[config.mk]
export PLATFORM = sky130hd
export DESIGN_NAME = tmtw_ctrl
export DESIGN_NICKNAME = d
export VERILOG_FILES = /design/src/tmtw_pkg.sv /design/src/tmtw_ctrl.sv
export SDC_FILE = /design/constraint.sdc
export NUM_CORES = 1
export LEC_CHECK = 0
export BUFFER_PORTS_ARGS = -buffer_cell sky130_fd_sc_hd__clkbuf_2
export CAP_MARGIN = 30
export CORE_AREA = 2 2 39 41
export CTS_CLUSTER_SIZE = 8
export DETAILED_ROUTE_END_ITERATION = 6
export DIE_AREA = 0 0 41 43
export PLACE_DENSITY_LB_ADDON = 0.08
export SLEW_MARGIN = 5
export SYNTH_ARGS = -nofsm -noshare
export SYNTH_HDL_FRONTEND = slang
export SYNTH_SLANG_ARGS = --single-unit
[constraint.sdc]
create_clock -name clk -period 1.3 [get_ports clk]
set_clock_uncertainty 0.2 [all_clocks]
set_input_delay 0 -clock clk [delete_from_list [all_inputs] [get_ports clk]]
set_output_delay 0 -clock clk [all_outputs]
set_load 0.02 [all_outputs]
[src/tmtw_pkg.sv]
package tmtw_pkg;

  // request codes
  localparam logic [1:0] REQ_WRITE = 2'd0;
  localparam logic [1:0] REQ_CLEAR = 2'd1;
  localparam logic [1:0] REQ_READ  = 2'd2;

  // configuration register indexes
  localparam int unsigned CFG_IDX_W = 1;
  localparam logic [CFG_IDX_W-1:0] CFG_FG = 1'b0;
  localparam logic [CFG_IDX_W-1:0] CFG_BG = 1'b1;
  localparam int unsigned CFG_DATA_W = 4;

  localparam logic [7:0]  CH_NEWLINE = 8'h0A;
  localparam logic [7:0]  CH_TAB     = 8'h09;
  localparam logic [7:0]  CH_SPACE   = 8'h20;
  localparam int unsigned TAB_STEP   = 4;
  localparam logic [15:0] RESET_CELL = 16'h0F20;

  typedef struct packed {
    logic [1:0]  req_type;
    logic [7:0]  char_code;
    logic [10:0] cell_index;
  } in_t;

  typedef struct packed {
    logic [10:0] cursor_offset;
    logic [15:0] cell_data;
    logic        scrolled;
  } out_t;

  // controller to datapath
  typedef struct packed {
    logic accept;
    logic exec;
    logic copy;
    logic fill;
    logic cnt_inc;
    logic load_out;
  } cmd_t;

  // datapath to controller
  typedef struct packed {
    logic [1:0] req;
    logic       need_scroll;
    logic       at_lim;
    logic       at_last;
  } sts_t;

  function automatic logic [15:0] make_cell(input logic [3:0] fg, input logic [3:0] bg,
                                            input logic [7:0] ch);
    make_cell = {bg, fg, ch};
  endfunction

endpackage

[src/tmtw_ctrl.sv]
module tmtw_ctrl (
  input  logic           clk,
  input  logic           rst_n,
  input  logic           in_valid,
  output logic           in_stall,
  output logic           out_valid,
  input  logic           out_stall,
  input  tmtw_pkg::sts_t sts,
  output tmtw_pkg::cmd_t cmd
);

  typedef enum logic [2:0] {
    S_IDLE,
    S_EXEC,
    S_COPY,
    S_FILL,
    S_DONE
  } state_t;

  state_t state_r;
  logic   init_r;
  logic   out_valid_r;
  logic   free;
  logic   simple;

  assign free   = !out_valid_r || !out_stall;
  assign simple = !(sts.req == tmtw_pkg::REQ_CLEAR) &&
                  !(sts.req == tmtw_pkg::REQ_WRITE && sts.need_scroll);

  always_comb begin
    cmd          = '0;
    cmd.accept   = state_r == S_IDLE && in_valid;
    cmd.exec     = state_r == S_EXEC;
    cmd.copy     = state_r == S_COPY;
    cmd.fill     = state_r == S_FILL;
    cmd.cnt_inc  = (state_r == S_COPY && !sts.at_lim) || state_r == S_FILL;
    cmd.load_out = free && ((state_r == S_EXEC && simple) || state_r == S_DONE);
  end

  always_ff @(posedge clk) begin
    if (!rst_n) begin
      state_r     <= S_FILL;  // blank the store after reset
      init_r      <= 1'b1;
      out_valid_r <= 1'b0;
    end else begin
      if (cmd.load_out) begin
        out_valid_r <= 1'b1;
      end else if (!out_stall) begin
        out_valid_r <= 1'b0;
      end
      unique case (state_r)
        S_IDLE: begin
          if (in_valid) begin
            state_r <= S_EXEC;
          end
        end
        S_EXEC: begin
          priority if (sts.req == tmtw_pkg::REQ_CLEAR) begin
            state_r <= S_FILL;
          end else if (sts.req == tmtw_pkg::REQ_WRITE && sts.need_scroll) begin
            state_r <= S_COPY;
          end else if (free) begin
            state_r <= S_IDLE;
          end else begin
            state_r <= S_DONE;
          end
        end
        S_COPY: begin
          if (sts.at_lim) begin
            state_r <= S_FILL;
          end
        end
        S_FILL: begin
          if (sts.at_last) begin
            if (init_r) begin
              init_r  <= 1'b0;
              state_r <= S_IDLE;
            end else begin
              state_r <= S_DONE;
            end
          end
        end
        S_DONE: begin
          if (free) begin
            state_r <= S_IDLE;
          end
        end
        default: state_r <= S_IDLE;
      endcase
    end
  end

  assign in_stall  = state_r != S_IDLE;
  assign out_valid = out_valid_r;

endmodule

# Yosys cells after proc, flatten, opt, wreduce, memory -nomap -nowiden
# Index checks and enable logic that the tools add are counted.
word_totals:
  output_inout_bits: 8
  register_bits: 5
  in_bits: 9
op_classes:
  reduce_logical: 19
  n_eq_ne: 10
  muxes: 11
op_table:
  columns: ["cell", "n"]
  rows:
  - ["two-way mux 3 bit", 8]
  - ["case mux 3 bit (5 select lines)", 1]
  - ["!= test 2 bit (second input constant)", 4]
  - ["== test 3 x 2 -> 1 bit (second input constant)", 2]
  - ["logical AND 1 bit", 6]
  - ["zero test 1 bit", 5]
  - ["AND reduction 4 bit", 1]
  - ["== test 3 x 1 -> 1 bit (second input constant)", 1]
  - ["== test 3 bit (second input constant)", 1]
  - ["zero test 3 bit", 1]
  - ["logical OR 1 bit", 3]
  - ["nonzero test 3 bit", 1]
  - ["== test 2 x 1 -> 1 bit (second input constant)", 1]
  - ["zero test 2 bit", 1]
  - ["two-way mux 1 bit", 2]
  - ["!= test 2 x 1 -> 1 bit (second input constant)", 1]
  - ["AND reduction 2 bit", 1]

# Logic depth before layout (Yosys ltp)
# Gate-level depths: netlist of run 1.
depth:
  depth_word: 8
  mapped_depth: 4
  depth_no_buf: 3

# Least setup slack after synthesis of run 1
# No wires, ideal clock.
synth_timing:
  path_type: "reg-to-output"
  startpoint: "reg state_r[1]"
  endpoint: "out cmd[5] (netlist name)"
  setup_slack_ps: -153
  arrival_ps: 1253
  path_buffers: 1
  stages_incl_launch_ff: 4
  cell_sequence: "dfxtp_1 -> buf_6 -> or3_1 -> nor2_1"
synth_lines:
  columns: ["item", "line_no", "rtl"]
  rows:
  - ["from (decl)", "tmtw_ctrl.sv:20", "state_t state_r;"]
  - ["from (signal assigned)", "tmtw_ctrl.sv:42", "state_r <= S_FILL;"]
  - ["from (signal assigned)", "tmtw_ctrl.sv:54", "state_r <= S_EXEC;"]
  - ["from (signal assigned)", "tmtw_ctrl.sv:59", "state_r <= S_FILL;"]
  - ["to (decl)", "tmtw_ctrl.sv:9", "output tmtw_pkg::cmd_t cmd"]

==> impl_metrics.json, run 1 <==
{
  "fp.coreArea_um2": 1380,
  "drc": 0,
  "timing.fmax_ghz": 0.689,
  "critPathSlowestCell": "dfxtp_4",
  "ys_warn_count": 0,
  "postSynthCellCount": 43,
  "final_cell_mix": "11 x buf_4, 9 x clkbuf_2, 5 x buf_6",
  "clk_path_buf_depth": 2,
  "dp_worst_setup_slack_ps": -145,
  "clk_latency_ps": 240,
  "cpPeakStageDelay_ps": 350,
  "drtPass1Iterations": 4,
  "setup_viol": 8,
  "cts_tree": "built",
  "die_h_um": 43,
  "r2r_cells": 5,
  "area_delta_synth_final_pct": 94.9,
  "final_common_cell": "buf_4",
  "grt_pass1_wl_mm": 1.80,
  "crit_type": "reg -> out",
  "worstPathRequired_ps": 1100,
  "worst_pin_slew_ps": 394,
  "ioPinCount": 17,
  "worstSetupStartpointType": "register",
  "hold_viol_final": 0,
  "maxCapViolations": 0,
  "slew-limit-headroom_pct": 73.7,
  "final_util_pct": 52.2,
  "die_x_um": 41,
  "rsz0062_at_grt": "true",
  "synthesis.area_um2": 370,
  "critPathLaunch": "state_r[0]",
  "ant_nets": 0,
  "worstSetupEndpoint": "cmd[5]",
  "initial_core_util_pct": 26.8,
  "p_leak_uw": 0.000347,
  "crit_chain": "buf_6 -> or3_4 -> nor2_4 -> buf_8",
  "overflow": 0,
  "vias": 446,
  "diodes": 0,
  "dieArea_um2": 1760,
  "synth_cell_types": 28,
  "endpoint_kind": "primary output",
  "path_max_fanout": 6,
  "yosys.area_share.adder_pct": 0,
  "fin_ws_ps": -152,
  "wl_mm": 1.07,
  "detailed_place_hpwl_um": 740,
  "synth_seq_cells": 5,
  "htree_levels": 1,
  "synth_area_leaders": "dfxtp_1 27%, buf_6 6.1%, inv_1 5.1%",
  "final_layout_size_suffix_gt1_share_pct": 65.8,
  "root_buffer": "clkbuf_4",
  "clkSinkCount": 5,
  "portBuffers": 16,
  "synth_top_family_by_area": "simple AND/OR/NAND/NOR gates",
  "grt_max_degree": 13,
  "cts.reportedPaths.clkPinSlew_ps": 40,
  "cts_made_buffers": 3,
  "crit_arrival_ps": 1250,
  "antenna_found_initial": 0,
  "synth_nets": 52,
  "status": "complete, but fails checks",
  "r2r-end": "state_r[2]",
  "synth_compound_area_share_pct": 26.4,
  "avgSynthCellArea_um2": 8.61,
  "gp_congestion": 0.794,
  "row_count": 14,
  "p_per_area_nw_per_um2": 1050,
  "reg2reg_from": "state_r[0]",
  "synth_top_area_share_pct": 27.0,
  "first_global_vias": 425,
  "synth_xor_area_share_pct": 0,
  "nets": 86,
  "synth-simple-area-share_pct": 33.4,
  "vdd_ir_drop_max_mv": 0.461,
  "min_period_ps": 1450,
  "drv_slew": 0,
  "rrSetupSlack_ps": -130,
  "first_iter_violations": 6,
  "yosysSeqAreaShare_pct": 27.0,
  "avgViaCountPerCell": 4.85,
  "period_share_pct": 112,
  "wl_per_cell_um": 11.7,
  "synthMuxAreaShare_pct": 0,
  "min_path_type": "in -> reg",
  "track_usage_pct": 14.8,
  "synth_top_area_cell": "dfxtp_1",
  "failed_checks": "setup timing"
}
## synth_stat cells
master	number
dfxtp_1	5
inv_1	5
nand2b_1	3
buf_6	2
nor2_1	2
nor2b_1	2
o21ai_0	2
o31ai_1	2
a211oi_1	1
a21oi_1	1
a221o_1	1
a2bb2oi_1	1
a311oi_2	1
a31o_1	1
a41o_1	1
and2b_1	1
buf_4	1
nand2_1	1
nand2_4	1
nand3_1	1
nand3b_1	1
nand4_1	1
nor3_1	1
nor3_2	1
nor3b_2	1
nor4bb_1	1
o21bai_1	1
or3_1	1
## worst min-delay path by stage
stage	depth (start not counted)	start	to
after CTS	3	sts[4]	state_r[0]
after detailed placement	2	rst_n	init_r
after global routing	3	sts[4]	state_r[0]
after global placement	2	rst_n	init_r
after floorplan	1	rst_n	init_r
final	3	sts[4]	state_r[0]
## report_power, final
part / total, µW / internal (µW) / switching (µW)
registers: 198 / 172 / 26.5
clock network: 176 / 116 / 60.4
logic: 385 / 220 / 165
total: 760 / 507 / 252
## sequential cells by signal (all words and copies together) (netlist names)
name	count
state_r	3
init_r	1
out_valid	1
## cell type report
class	count	area, µm²
multi-input cells	30	289
clock buffers	4	26.3
inverters	5	18.8
well taps	16	20.0
fillers	138	662
repair buffers	32	256
flip-flops and latches	5	111
## cells by family (layout without fill, tap and decap cells)
| kind of cell | after synthesis | in the layout |
|---|---|---|
| DFF | 5 | 5 |
| AOI/OAI and AO/OA | 12 | 12 |
| and+or+nand+nor | 18 | 18 |
| buffers and inverters | 8 | 41 |
## repair_timing
action / CTS / global route
hold buffers: 3 / 0
setup buffers: 5 / 3
setup endpoints to repair: 11 / 10
hold endpoints to repair: 5 / 0
pin swaps: 4 / 3
gates resized for setup: 21 / 15
## critical path, delay by kind of cell (launching register included)
kind / cells / cell delay [ps]
buffers and inverters: 2 / 220
flip-flops: 1 / 350
AND/OR/NAND/NOR: 2 / 440
## stage by stage
| stage | power [µW] | std cells | TNS, ps | hold WS (ps) | area [µm²] |
|---|---|---|---|---|---|
| 2_1_floorplan | 362 | 43 | -100 | -138 | 385 |
| 3_3_place_gp | 444 | 77 | -266 | 31.3 | 493 |
| 3_5_place_dp | 441 | 77 | -373 | 24.3 | 493 |
| 4_1_cts | 723 | 89 | -934 | 10.5 | 664 |
| 5_1_grt | 817 | 92 | -1350 | 12.2 | 722 |
| 6_report | 760 | 92 | -793 | 12.1 | 722 |
## routing by layer
layer | share of wire [%] | wire length [µm] | global-route usage, % | vias up
li1 | - | - | - | 222
met1 | 47 | 499 | 20.6 | 209
met2 | 48 | 518 | 21.3 | 15
met3 | 4.9 | 53 | 6.28 | 0
met4 | 0 | 0 | 2.00 | 0
met5 | 0 | 0 | 0 | -
Power figures use the tool's default switching activity.
==> run 2: changes to the inputs <==
BUFFER_PORTS_ARGS = unset   (was -buffer_cell sky130_fd_sc_hd__clkbuf_2)
CTS_BUF_LIST = sky130_fd_sc_hd__clkbuf_4   (was unset)
DONT_BUFFER_PORTS = 1   (was unset)
==> impl_metrics.json, run 2 (synthesis gave the netlist of run 1 again) <==
{
  "track_usage_pct": 15.6,
  "drc": 0,
  "hold_viol_final": 1,
  "crit_arrival_ps": 1210,
  "path_max_fanout": 6,
  "clkSinkCount": 5,
  "first_iter_violations": 5,
  "whs_ps": -9.53,
  "die_h_um": 43,
  "min_period_ps": 1410,
  "ant_nets": 0,
  "p_leak_uw": 0.000336,
  "slew-limit-headroom_pct": 77.0,
  "finalPower_uw": 797,
  "p_per_area_nw_per_um2": 1080,
  "die_x_um": 41,
  "drtPass1Iterations": 2,
  "fp.coreArea_um2": 1380,
  "fin_area_um2": 738,
  "cpPeakStageDelay_ps": 360,
  "overflow": 0,
  "gp_congestion": 0.843,
  "use_met1_pct": 18.1,
  "worstSetupStartpointType": "register",
  "dieArea_um2": 1760,
  "initial_core_util_pct": 26.8,
  "dpl-instance-area_um2": 473,
  "diodes": 0,
  "cts_tree": "built",
  "crit_type": "reg -> out",
  "top_register": "state_r",
  "endpoint_kind": "primary output",
  "period_share_pct": 108,
  "timing.fmax_ghz": 0.710,
  "final_cell_mix": "11 x buf_4, 9 x buf_6, 7 x dlygate4sd3_1",
  "detailed_place_hpwl_um": 762,
  "htree_levels": 1,
  "avgViaCountPerCell": 5.06,
  "crit_chain": "buf_6 -> or3_4 -> nor2_4",
  "setup_viol": 7,
  "grt_max_degree": 13,
  "cts.reportedPaths.clkPinSlew_ps": 40,
  "use_met3_pct": 4.71,
  "failed_checks": "hold timing, setup timing",
  "area_delta_synth_final_pct": 99.3,
  "clk_path_buf_depth": 2,
  "busiest_layer": "met2",
  "vias": 440,
  "row_count": 14,
  "largest_register_ffs": 3,
  "portBuffers": 0,
  "final_layout_size_suffix_gt1_share_pct": 60.6,
  "clk_latency_ps": 240,
  "drv_slew": 0,
  "rsz0062_at_grt": "true",
  "use_met2_pct": 25.3,
  "nets": 81,
  "final_common_cell": "buf_4",
  "ioPinCount": 17,
  "fin_ws_ps": -109,
  "wl_per_cell_um": 13.4,
  "vdd_ir_drop_max_mv": 0.625,
  "grt_pass1_wl_mm": 1.86,
  "root_buffer": "clkbuf_4",
  "status": "complete, but fails checks",
  "wl_mm": 1.17,
  "cts_made_buffers": 3,
  "worst_pin_slew_ps": 345,
  "min_path_type": "in -> reg",
  "first_global_vias": 434,
  "maxCapViolations": 0,
  "worstPathRequired_ps": 1100,
  "antenna_found_initial": 0,
  "critPathSlowestCell": "dfxtp_4"
}
==> run 2: cell count changes in the layout (fill, tap and decap cells not counted), sizes merged <==
cell,delta
dlygate4sd3,+4
clkbuf,-10
buf,+1
==> run 2: per-stage QoR <==
step / utilization (%) / TNS [ps] / instances / setup slack (ps) / hold WS, ps
CTS: 46.8 / -497 / 83 / -114 / -1.36
global route: 53.3 / -818 / 87 / -154 / 19.4
floorplan: - / -100 / 43 / -70.4 / -138
global placement: 34.2 / -297 / 69 / -102 / -130
finish: 53.3 / -430 / 87 / -109 / -9.53
detailed placement: 34.2 / -481 / 69 / -173 / -129
==> run 2: metal layers <==
metal	wire (µm)	share of wire, %
met1	486	42
met2	618	53
met3	64	5.5
met4	0	0
met5	0	0
==> run 2: critical path, delay by kind of cell (launching register included) <==
kind          cells  cell delay, ps
simple gates      2             500
buf+inv           1             110
flops             1             360
==> run 2: area by class of cell <==
| type | instances | area (µm²) |
|---|---|---|
| clock buffers | 4 | 30.0 |
| fillers | 148 | 646 |
| inverters | 5 | 18.8 |
| multi-input cells | 30 | 304 |
| flip-flops and latches | 5 | 111 |
| well taps | 16 | 20.0 |
| repair buffers | 27 | 254 |
==> run 2: path summary, 6_finish.rpt <==
| path | slack, ps | cells past startpoint | end | start |
|---|---|---|---|---|
| setup / recovery | -110 | 3 | cmd[5] | state_r[0] |
| hold / removal | -10 | 3 | state_r[2] | in_valid |
| setup reg to reg | -60 | 4 | state_r[0] | state_r[0] |
| hold reg to reg | 260 | 2 | init_r | init_r |
==> run 2: where the power goes <==
part           internal, µW  leakage (µW)  total, µW  switching, µW
sequential              172     0.0000424        205           32.8
combinational           228      0.000275        394            166
clock                   137     0.0000184        199           61.9
==> run 2: repair_timing <==
item                                   CTS  global route
pin swaps                                6             3
endpoints found under the hold margin    7             0
gates resized for setup                 17            13
hold buffers                             7             0
cloned                                   0             0
setup endpoints to repair               11            10
setup buffers                            3             4
